`src/sv/lcpr_pkg.sv`:
```
package lcpr_pkg;

  localparam int unsigned PAYLOAD_DEPTH_DFLT = 256;
  localparam logic [7:0]  SYNC_BYTE_RST      = 8'hAA;

  typedef enum logic [1:0] {
    OP_RX   = 2'd0,
    OP_READ = 2'd1,
    OP_ACK  = 2'd2,
    OP_NOP  = 2'd3
  } op_t;

  typedef enum logic [2:0] {
    EV_NONE  = 3'd0,
    EV_TAKEN = 3'd1,
    EV_GOOD  = 3'd2,
    EV_BAD   = 3'd3,
    EV_ZERO  = 3'd4
  } ev_t;

  typedef enum logic [2:0] {
    PH_HUNT    = 3'd0,
    PH_LEN_HI  = 3'd1,
    PH_LEN_LO  = 3'd2,
    PH_PAYLOAD = 3'd3,
    PH_CHECK   = 3'd4
  } phase_t;

  typedef struct packed {
    op_t        op;
    logic [7:0] rx_byte;
    logic [7:0] read_index;
  } in_beat_t;

  typedef struct packed {
    logic [2:0] event_res;
    logic       packet_ready;
    logic [7:0] packet_length;
    logic [7:0] read_data;
  } out_beat_t;

  // per-item status from parser to output stage; read data joins later
  typedef struct packed {
    ev_t        ev;
    logic       ready;
    logic [7:0] length;
    logic       rd_en;
  } res_t;

endpackage

```
`src/sv/lcpr_mem.sv`:
```
module lcpr_mem #(
  parameter int unsigned WORDS = 512,
  parameter int unsigned AW    = 9
) (
  input  logic          clk,
  input  logic          we,
  input  logic [AW-1:0] waddr,
  input  logic [7:0]    wdata,
  input  logic          re,
  input  logic [AW-1:0] raddr,
  output logic [7:0]    rdata
);

  logic [7:0] mem [WORDS];
  logic [7:0] rdata_r;

  always_ff @(posedge clk) begin
    if (we) begin
      mem[waddr] <= wdata;
    end
  end

  always_ff @(posedge clk) begin
    if (re) begin
      rdata_r <= mem[raddr];
    end
  end

  assign rdata = rdata_r;

endmodule

```
`src/sv/lcpr_parser.sv`:
```
module lcpr_parser #(
  parameter int unsigned PAYLOAD_DEPTH = 256,
  parameter int unsigned AW            = 9
) (
  input  logic              clk,
  input  logic              rst_n,
  input  logic              cfg_we,
  input  logic [7:0]        cfg_wdata,
  input  logic              accept,
  input  lcpr_pkg::in_beat_t in_beat,
  output lcpr_pkg::res_t    res,
  output logic              wr_en,
  output logic [AW-1:0]     wr_addr,
  output logic [7:0]        wr_data,
  output logic              rd_en,
  output logic [AW-1:0]     rd_addr
);
  import lcpr_pkg::*;

  localparam int unsigned    IW       = $clog2(PAYLOAD_DEPTH);
  localparam logic [8:0]     DEPTH_W  = 9'(PAYLOAD_DEPTH);
  localparam logic [AW-1:0]  BANK_OFS = AW'(PAYLOAD_DEPTH);

  phase_t     phase_r, phase_nxt;
  logic [7:0] sync_r;
  logic [7:0] len_r, len_nxt;
  logic [7:0] cnt_r, cnt_nxt;
  logic [7:0] sum_r, sum_nxt;
  logic       pub_bank_r, pub_bank_nxt;
  logic [7:0] pub_len_r, pub_len_nxt;
  logic       ready_r, ready_nxt;
  ev_t        ev;
  logic [7:0] cnt_inc;

  always_ff @(posedge clk) begin
    if (!rst_n) begin
      phase_r <= PH_HUNT;
    end else begin
      phase_r <= phase_nxt;
    end
  end

  always_ff @(posedge clk) begin
    if (!rst_n) begin
      sync_r     <= SYNC_BYTE_RST;
      len_r      <= '0;
      cnt_r      <= '0;
      sum_r      <= '0;
      pub_bank_r <= 1'b0;
      pub_len_r  <= '0;
      ready_r    <= 1'b0;
    end else begin
      if (cfg_we) begin
        sync_r <= cfg_wdata;
      end
      len_r      <= len_nxt;
      cnt_r      <= cnt_nxt;
      sum_r      <= sum_nxt;
      pub_bank_r <= pub_bank_nxt;
      pub_len_r  <= pub_len_nxt;
      ready_r    <= ready_nxt;
    end
  end

  assign cnt_inc = 8'(cnt_r + 8'd1);

  always_comb begin
    phase_nxt    = phase_r;
    len_nxt      = len_r;
    cnt_nxt      = cnt_r;
    sum_nxt      = sum_r;
    pub_bank_nxt = pub_bank_r;
    pub_len_nxt  = pub_len_r;
    ready_nxt    = ready_r;
    ev           = EV_NONE;
    wr_en        = 1'b0;
    rd_en        = 1'b0;
    if (accept) begin
      case (in_beat.op)
        OP_RX: begin
          case (phase_r)
            PH_LEN_HI: begin
              phase_nxt = PH_LEN_LO;
              ev        = EV_TAKEN;
            end
            PH_LEN_LO: begin
              if (in_beat.rx_byte == 8'd0) begin
                phase_nxt = PH_HUNT;
                ev        = EV_ZERO;
              end else begin
                len_nxt   = in_beat.rx_byte;
                cnt_nxt   = '0;
                sum_nxt   = in_beat.rx_byte;
                phase_nxt = PH_PAYLOAD;
                ev        = EV_TAKEN;
              end
            end
            PH_PAYLOAD: begin
              wr_en   = ({1'b0, cnt_r} < DEPTH_W);
              sum_nxt = 8'(sum_r + in_beat.rx_byte);
              cnt_nxt = cnt_inc;
              if (cnt_inc == len_r) begin
                phase_nxt = PH_CHECK;
              end
              ev = EV_TAKEN;
            end
            PH_CHECK: begin
              phase_nxt = PH_HUNT;
              if (in_beat.rx_byte == 8'(8'd0 - sum_r)) begin
                pub_bank_nxt = ~pub_bank_r;
                pub_len_nxt  = len_r;
                ready_nxt    = 1'b1;
                ev           = EV_GOOD;
              end else begin
                ready_nxt = 1'b0;
                ev        = EV_BAD;
              end
            end
            default: begin
              if (in_beat.rx_byte == sync_r) begin
                phase_nxt = PH_LEN_HI;
                ev        = EV_TAKEN;
              end else begin
                phase_nxt = PH_HUNT;
              end
            end
          endcase
        end
        OP_READ: begin
          rd_en = (in_beat.read_index < pub_len_r) &&
                  ({1'b0, in_beat.read_index} < DEPTH_W);
        end
        OP_ACK: begin
          ready_nxt = 1'b0;
        end
        default: begin
        end
      endcase
    end
  end

  // receive bank is the one not published; reads only touch the published bank
  assign wr_addr = (pub_bank_r ? '0 : BANK_OFS) + AW'(cnt_r[IW-1:0]);
  assign wr_data = in_beat.rx_byte;
  assign rd_addr = (pub_bank_r ? BANK_OFS : '0) + AW'(in_beat.read_index[IW-1:0]);

  assign res.ev     = ev;
  assign res.ready  = ready_nxt;
  assign res.length = pub_len_nxt;
  assign res.rd_en  = rd_en;

  a_payload_in_range: assert property (@(posedge clk) disable iff (!rst_n)
    phase_r == PH_PAYLOAD |-> cnt_r < len_r)
    else $error("payload count reached length without leaving payload phase");

  a_good_swaps: assert property (@(posedge clk) disable iff (!rst_n)
    accept && ev == EV_GOOD |=> ready_r && pub_bank_r != $past(pub_bank_r))
    else $error("good frame did not publish");

  a_zero_len: assert property (@(posedge clk) disable iff (!rst_n)
    accept && ev == EV_ZERO |=> phase_r == PH_HUNT && $stable(pub_len_r))
    else $error("zero length frame not dropped");

endmodule

```
`src/sv/lcpr_outq.sv`:
```
module lcpr_outq (
  input  logic                clk,
  input  logic                rst_n,
  input  logic                push,
  input  lcpr_pkg::res_t      res,
  input  logic [7:0]          mem_q,
  output logic                in_stall,
  output logic                out_valid,
  input  logic                out_stall,
  output lcpr_pkg::out_beat_t out_data
);
  import lcpr_pkg::*;

  logic      a_valid_r, a_valid_nxt;
  res_t      a_res_r;
  logic      o_valid_r, o_valid_nxt;
  out_beat_t o_data_r;
  logic      a_move;

  assign a_move      = a_valid_r && (!o_valid_r || !out_stall);
  assign in_stall    = a_valid_r && !a_move;
  assign a_valid_nxt = push || (a_valid_r && !a_move);
  assign o_valid_nxt = a_move || (o_valid_r && out_stall);

  always_ff @(posedge clk) begin
    if (!rst_n) begin
      a_valid_r <= 1'b0;
      o_valid_r <= 1'b0;
    end else begin
      a_valid_r <= a_valid_nxt;
      o_valid_r <= o_valid_nxt;
    end
  end

  always_ff @(posedge clk) begin
    if (push) begin
      a_res_r <= res;
    end
    if (a_move) begin
      o_data_r.event_res     <= a_res_r.ev;
      o_data_r.packet_ready  <= a_res_r.ready;
      o_data_r.packet_length <= a_res_r.length;
      o_data_r.read_data     <= a_res_r.rd_en ? mem_q : 8'd0;
    end
  end

  assign out_valid = o_valid_r;
  assign out_data  = o_data_r;

  a_hold_stage: assert property (@(posedge clk) disable iff (!rst_n)
    a_valid_r && !a_move |=> a_valid_r && $stable(a_res_r))
    else $error("held result lost");

  a_move_fills: assert property (@(posedge clk) disable iff (!rst_n)
    a_move |=> o_valid_r)
    else $error("moved result not presented");

endmodule

```
`src/sv/length_checksum_packet_receiver_core.sv`:
```
// channel | ports                                 | handshake
// in      | in_valid, in_stall, in_data (in_beat)   | valid & !stall
// out     | out_valid, out_stall, out_data (out_beat)| valid & !stall
// cfg     | cfg_valid, cfg_ready, cfg_data (sync)   | valid & ready
// One item per cycle sustained while out_stall is low; otherwise in_stall holds the input.
// The accepted beat's result and payload RAM read go into the first result slot, then
// into the output register that drives out_valid.
// Two result slots: one beat is taken while a finished one waits on out_stall.
// rst_n synchronous: hunting, ready clear, sync byte 0xAA; payload RAM not cleared.
// cfg_ready is always high.
module length_checksum_packet_receiver_core #(
  parameter int unsigned PAYLOAD_DEPTH = lcpr_pkg::PAYLOAD_DEPTH_DFLT
) (
  input  logic                clk,
  input  logic                rst_n,
  input  logic                in_valid,
  output logic                in_stall,
  input  lcpr_pkg::in_beat_t  in_data,
  output logic                out_valid,
  input  logic                out_stall,
  output lcpr_pkg::out_beat_t out_data,
  input  logic                cfg_valid,
  output logic                cfg_ready,
  input  logic [7:0]          cfg_data
);
  import lcpr_pkg::*;

  localparam int unsigned WORDS = 2 * PAYLOAD_DEPTH;
  localparam int unsigned AW    = $clog2(WORDS);

  logic          accept;
  res_t          res;
  logic          wr_en;
  logic [AW-1:0] wr_addr;
  logic [7:0]    wr_data;
  logic          rd_en;
  logic [AW-1:0] rd_addr;
  logic [7:0]    mem_q;

  assign cfg_ready = 1'b1;
  assign accept    = in_valid && !in_stall;

  lcpr_parser #(
    .PAYLOAD_DEPTH(PAYLOAD_DEPTH),
    .AW           (AW)
  ) u_parser (
    .clk      (clk),
    .rst_n    (rst_n),
    .cfg_we   (cfg_valid && cfg_ready),
    .cfg_wdata(cfg_data),
    .accept   (accept),
    .in_beat  (in_data),
    .res      (res),
    .wr_en    (wr_en),
    .wr_addr  (wr_addr),
    .wr_data  (wr_data),
    .rd_en    (rd_en),
    .rd_addr  (rd_addr)
  );

  lcpr_mem #(
    .WORDS(WORDS),
    .AW   (AW)
  ) u_mem (
    .clk  (clk),
    .we   (wr_en),
    .waddr(wr_addr),
    .wdata(wr_data),
    .re   (rd_en),
    .raddr(rd_addr),
    .rdata(mem_q)
  );

  lcpr_outq u_outq (
    .clk      (clk),
    .rst_n    (rst_n),
    .push     (accept),
    .res      (res),
    .mem_q    (mem_q),
    .in_stall (in_stall),
    .out_valid(out_valid),
    .out_stall(out_stall),
    .out_data (out_data)
  );

endmodule

```
`config.mk`:
```
export PLATFORM = sky130hd
export DESIGN_NAME = length_checksum_packet_receiver_core
export DESIGN_NICKNAME = d
export VERILOG_FILES = /design/src/sv/lcpr_pkg.sv /design/src/sv/lcpr_mem.sv /design/src/sv/lcpr_parser.sv /design/src/sv/lcpr_outq.sv /design/src/sv/length_checksum_packet_receiver_core.sv
export SDC_FILE = /design/constraint.sdc
export NUM_CORES = 2
export LEC_CHECK = 0
export BUFFER_PORTS_ARGS = -buffer_cell sky130_fd_sc_hd__buf_2
export CAP_MARGIN = 5
export CORE_MARGIN = 2
export CORE_UTILIZATION = 45
export DETAILED_ROUTE_END_ITERATION = 6
export HOLD_SLACK_MARGIN = 0.02
export PLACE_DENSITY = 0.57
export SYNTH_ARGS = -nofsm -noshare
export SYNTH_HDL_FRONTEND = slang
export SYNTH_SLANG_ARGS = --single-unit
```
`constraint.sdc`:
```
create_clock -name clk -period 5.03 [get_ports clk]
set_clock_uncertainty 0.15 [all_clocks]
set_input_delay 0.503 -clock clk [delete_from_list [all_inputs] [get_ports clk]]
set_output_delay 0.503 -clock clk [all_outputs]
set_load 0.02 [all_outputs]
```
* Word level (Yosys, flattened, before mapping)
Memories as Yosys holds them, arrays and structs flattened. A register that Yosys moved wholly into a read port is not among the register bits.
Cells that the tools add are included.
** Storage, ports and cells
- Flip-flop bits (word level) :: 80
- Bits in writable memories :: 4096
- Input port bits :: 31
- Output and inout port bits :: 23
- Logic and storage cells :: 85
- Memories :: 1
** Memory list
- u_mem.mem :: words 512, bits a word 8, rd ports 1, clocked after Yosys merged registers in 1, write ports 1, line lcpr_mem.sv:14 : logic [7:0] mem [WORDS];
** Operators by class
- Add/sub/neg operators :: 5
- $lt $le $gt $ge :: 1
- Equal/unequal tests :: 11
- Multiplexer cells :: 28
- Bitwise operators :: 2
- Reductions and logical operators :: 19
** Operator list (number)
- $mux 8 :: 6
- $pmux 8 s2 :: 2
- $eq 8x8->1 :: 3
- $add 9x8->9 :: 2
- $mux 9 :: 2
- $mux 1 :: 12
- $pmux 3 s4 :: 1
- $reduce_and 4->1 :: 3
- $pmux 3 s3 :: 1
- $add 8x1->8 const B :: 1
- $add 8x8->8 :: 1
- $logic_not 8->1 :: 1
- $lt 8x8->1 :: 1
- $sub 1x8->8 const A :: 1
- $eq 3x2->1 const B :: 2
- $mux 3 :: 2
- $logic_and 1x1->1 :: 4
- $logic_not 1->1 :: 4
- $eq 3x1->1 const B :: 1
- $eq 3x3->1 const B :: 1
- $logic_or 1x1->1 :: 3
- $reduce_and 3->1 :: 1
- $eq 2x1->1 const B :: 1
- $eq 2x2->1 const B :: 1
- 8 further kinds :: 9

* Logic depth before layout (Yosys ltp)
- Word-level depth :: 10
- Depth in mapped cells :: 12
- Mapped depth without buffers :: 11

* Cells and area by module
A second synthesis with hierarchy kept.
** Unflattened totals
- Cell total of the unflattened synthesis :: 8459
- Area, all modules :: 164260.0 µm²
** Modules (own cells, without submodules)
- lcpr_mem :: times used 1, cells an instance 8030, area each 160007.2 µm², sequential area each 123238.2 µm²
- lcpr_parser :: times used 1, cells an instance 378, area each 3109.2 µm², sequential area each 900.9 µm²
- lcpr_outq :: times used 1, cells an instance 48, area each 1118.6 µm², sequential area each 1031.0 µm²
- length_checksum_packet_receiver_core :: times used 1, cells an instance 3, area each 25.0 µm², sequential area each 0.0 µm²

* Worst setup path before layout
OpenSTA, ideal clock, no wires.
- Path type :: in2reg
- From :: in out_stall
- To :: mem u_mem.mem[150][0] (enable)
- Setup time :: 0.370 ns
- Data arrival time :: 2.575 ns
- Required time :: 4.510 ns
- Path slack :: 1.935 ns
- Stages on the path :: 9
- Buffers on the path :: 1
- Cells stage by stage :: and3_1 nand2b_4 or3_4 nor2_4 nand2_2 nor3b_2 nand2_1 buf_2 nor2_1
** On the way
- Longest elaborated chain between the ends :: 10
** Ends and longest elaborated chain
- start: declaration :: line length_checksum_packet_receiver_core.sv:20 : input logic out_stall,
- $logic_not 1->1 :: line lcpr_outq.sv:20 : assign a_move = a_valid_r && (!o_valid_r || !out_stall);
- $logic_or 1x1->1 :: line lcpr_outq.sv:20
- $logic_and 1x1->1 :: line lcpr_outq.sv:20
- $logic_not 1->1 :: line lcpr_outq.sv:21 : assign in_stall = a_valid_r && !a_move;
- $logic_and 1x1->1 :: line lcpr_outq.sv:21
- $logic_not 1->1 :: line length_checksum_packet_receiver_core.sv:41 : assign accept = in_valid && !in_stall;
- $logic_and 1x1->1 :: line length_checksum_packet_receiver_core.sv:41
- $mux 1 :: line lcpr_parser.sv:78 : if (accept) begin
- $mux 1 :: line lcpr_mem.sv:18 : if (we) begin
- $mux 1 (implied by the code) :: line lcpr_mem.sv:19 : mem[waddr] <= wdata;
- end: declaration :: line lcpr_mem.sv:14
No other way between the ends.

* Worst setup path in the final report
- From :: reg u_outq.o_valid_r (netlist: u_outq.out_valid)
- To :: mem u_mem.mem[324][1] (enable)
** On the way
- Longest elaborated chain between the ends :: 10
** Ends and longest elaborated chain
- start: declaration :: line lcpr_outq.sv:16 : logic o_valid_r, o_valid_nxt;
- start signal: assignment :: line lcpr_outq.sv:31 : o_valid_r <= o_valid_nxt;
- $logic_not 1->1 :: line lcpr_outq.sv:20
- $logic_or 1x1->1 :: line lcpr_outq.sv:20
- $logic_and 1x1->1 :: line lcpr_outq.sv:20
- $logic_not 1->1 :: line lcpr_outq.sv:21
- $logic_and 1x1->1 :: line lcpr_outq.sv:21
- $logic_not 1->1 :: line length_checksum_packet_receiver_core.sv:41
- $logic_and 1x1->1 :: line length_checksum_packet_receiver_core.sv:41
- $mux 1 :: line lcpr_parser.sv:78
- $mux 1 :: line lcpr_mem.sv:18
- $mux 1 (implied by the code) :: line lcpr_mem.sv:19
No other way between the ends.

==> metrics.cfg <==
[final_layout]
fin_nets = 8146
fillCellCount = 28184
drive_gt1_share_pct = 26.9
finish.instance_area_sq_mm = 0.184
area_growth_pct = 13.7

[logic_synthesis]
yosys_warnings = 0
synth_edf_count = 4137
ys_types = 64
syn-num-nets = 7725
synth.most_common_cell = edfxtp_1
synth_top_area_cell = edfxtp_1
async_reset_ff_share_pct = 0
synth-seq-area-share_pct = 77.1
synth_area_sq_mm = 0.162
synth_top_area_share_pct = 76.6
synthTopCellsByCount = edfxtp_1 (4137), mux4_2 (1025), nor2_1 (798), clkbuf_1 (220), mux2i_1 (168)
synth-seq-cells = 4184
avgSynthCellArea_sq_um = 21.1
ys.flop_type = edfxtp_1
yosys-top-cells-area = edfxtp_1 (77%), mux4_2 (14%), nor2_1 (1.8%)
synthCells = 7674

[setup_path]
cp_common_cell = buf_4
worstPathArrival_ns = 4.86
worstPathRequired_ns = 5.46
crit_type = register to register
worstSetupStartpointType = register
slowest_stage = nor2_1
path_max_fanout = 16
slowest_delay_ns = 0.88
cp_top_family = simple AND/OR/NAND/NOR gates
endpoint_kind = register
crit_buf_inv = 3
crit_chain = and3_1 > nand2b_4 > nor3_2 > buf_4 > nand2_1 > buf_4 > nor3_1 > buf_4 > nand2_1 > nor2_1

[cts]
numCtsBuffers = 425
clkLatencyLatePin_ns = 0.97
cts.clk_slew.worst_paths_ns = 0.07
clockBufferDepth = 4
cts.sinks = 4184
cts_tree = done
root_buffer = clkbuf_16
cts_setup_buffers = 0
htreeDepth = 5

[sta]
slew_viol_final = 0
rsz0062_at_grt = no
slew_headroom_pct = 13.5
worstMarginPinSlew_ns = 1.29
hold_viol_final = 0
fin_crit_ns = 4.43
setup_tns_ns = 0
setup_viol = 0
max_freq_mhz = 226
fin_crit_sh_pct = 88.0
hold_ws_ns = 0.130

[route]
drc_errors = 0
first_pass_iters = 6
routed_wl_microns = 413000
dr_total_vias = 78699
viasPerCell = 5.95
post_drt_wl_per_cell_microns = 31.2
drt-initial-drc-count = 9368
ant_nets = 0

[floorplanning]
floorplan.die.width_microns = 605
start_util_pct = 45.2
fp.dieH_microns = 605
dieArea_sq_mm = 0.365
num_rows = 220
core-area_sq_mm = 0.359
ioPinCount = 54

[power]
p_per_area_mw_per_mm2 = 396
power_leakage_nw = 57.4
ir_drop_mv = 0.332

[placement]
place_hpwl_microns = 251000
gp_congestion = 0.822
io_buffers = 52
place_area_sq_mm = 0.170

[global_routing]
grt_util_all_layers_pct = 22.5
grt_pass1_wl_microns = 591000
antenna_found_initial = 19
grt_max_degree = 185
grt-ovfl-total = 0
grt_pass1_vias = 80185

[outcome]
status = finished, final reports clean

[worst_hold_path]
hold_class = input port to register

[job]
cap_violations = 0

==> repair_timing <==
item,in CTS,in global routing
resized for setup,0,0
endpoints found under the setup margin,0,0
hold endpoints to repair,242,0
hold buffers,35,0
==> final cells by class <==
class	instances	area [sq um]	share of cell area (%)
sequential	4184	125000	67.8
multi-input combinational	2990	35000	19.0
clock buffer	502	11100	6.00
tap	4773	5970	3.24
timing repair buffer	474	4390	2.38
clock inverter	282	2770	1.50
inverter	20	82.6	0.0448
antenna	7	17.5	0.00949
==> metrics by stage <==
stage	util, %	total power, mW	cells	setup slack [ns]
after floorplan	-	40.8	7674	1.94
after global placement	47.4	42.4	12406	0.0696
after detailed placement	47.4	42.4	12406	0.0751
after CTS	51.4	73.6	13225	0.624
after global routing	51.4	75.1	13226	0.476
final	51.4	73.0	13232	0.603
==> flip-flops by register name (all words and copies together) (netlist names) <==
register	flops
u_outq.a_valid_r	1
u_parser.cnt_r	8
u_outq.a_res_r	13
u_parser.pub_bank_r	1
u_outq.out_data	20
u_mem.mem	4096
u_parser.len_r	8
u_parser.sum_r	8
u_outq.out_valid	1
u_mem.rdata	8
u_parser.phase_r	3
u_parser.pub_len_r	8
u_parser.ready_r	1
u_parser.sync_r	8
==> power by group <==
part / switching (mW) / total [mW] / internal, mW / leakage [nW]
clock: 13.2 / 31.4 / 18.2 / 6.81
combinational: 2.10 / 3.30 / 1.20 / 13.0
sequential: 0.0178 / 38.3 / 38.3 / 37.6
==> kinds of logic after synthesis <==
group	Yosys count	synth area share, %
fa+ha+maj	20	0.159
buf+inv	500	1.43
flops	4184	77.1
mux	1325	16.2
other cells	1	0.00231
simple gates	1047	2.68
xor+xnor	37	0.200
compound gates	560	2.21
==> path summary, 6_finish.rpt <==
check | start | to | slack [ns] | depth (start not counted)
worst max-delay path | u_outq.out_valid | u_mem.mem[324][1] | 0.60 | 10
worst min-delay path | in_data[13] | u_mem.mem[326][5] | 0.13 | 2
worst max register to register | u_outq.out_valid | u_mem.mem[324][1] | 0.60 | 10
worst min register to register | u_outq.a_res_r[2] | u_outq.out_data[9] | 0.28 | 0
==> cell usage in the layout (no fill, tap or decap), drive strengths merged, types with 12 or more instances in the layout <==
| cell type | instances |
|---|---|
| xor2 | 19 |
| nor3 | 26 |
| mux4 | 1025 |
| nand3 | 18 |
| a211oi | 33 |
| clkinvlp | 12 |
| xnor2 | 18 |
| dfxtp | 47 |
| o21ai | 107 |
| mux2 | 132 |
| mux2i | 168 |
| nand4 | 33 |
| nand2 | 95 |
| clkbuf | 502 |
| and2 | 22 |
| bufinv | 49 |
| buf | 439 |
| o221ai | 128 |
| inv | 30 |
| nor2 | 799 |
| ha | 19 |
| a21oi | 157 |
| edfxtp | 4137 |
| dlygate4sd3 | 35 |
| clkinv | 211 |
| o22ai | 106 |
==> layer usage <==
layer	vias to the layer above	wire length [microns]	global-route usage, %	part of all wire (%)
li1	32699	-	-	-
met1	42420	176000	33.0	43
met2	3085	197000	35.4	48
met3	491	31400	3.87	7.6
met4	4	9610	5.44	2.3
met5	-	27	0	0.0065
No activity file was read; power rests on OpenSTA's default activity.
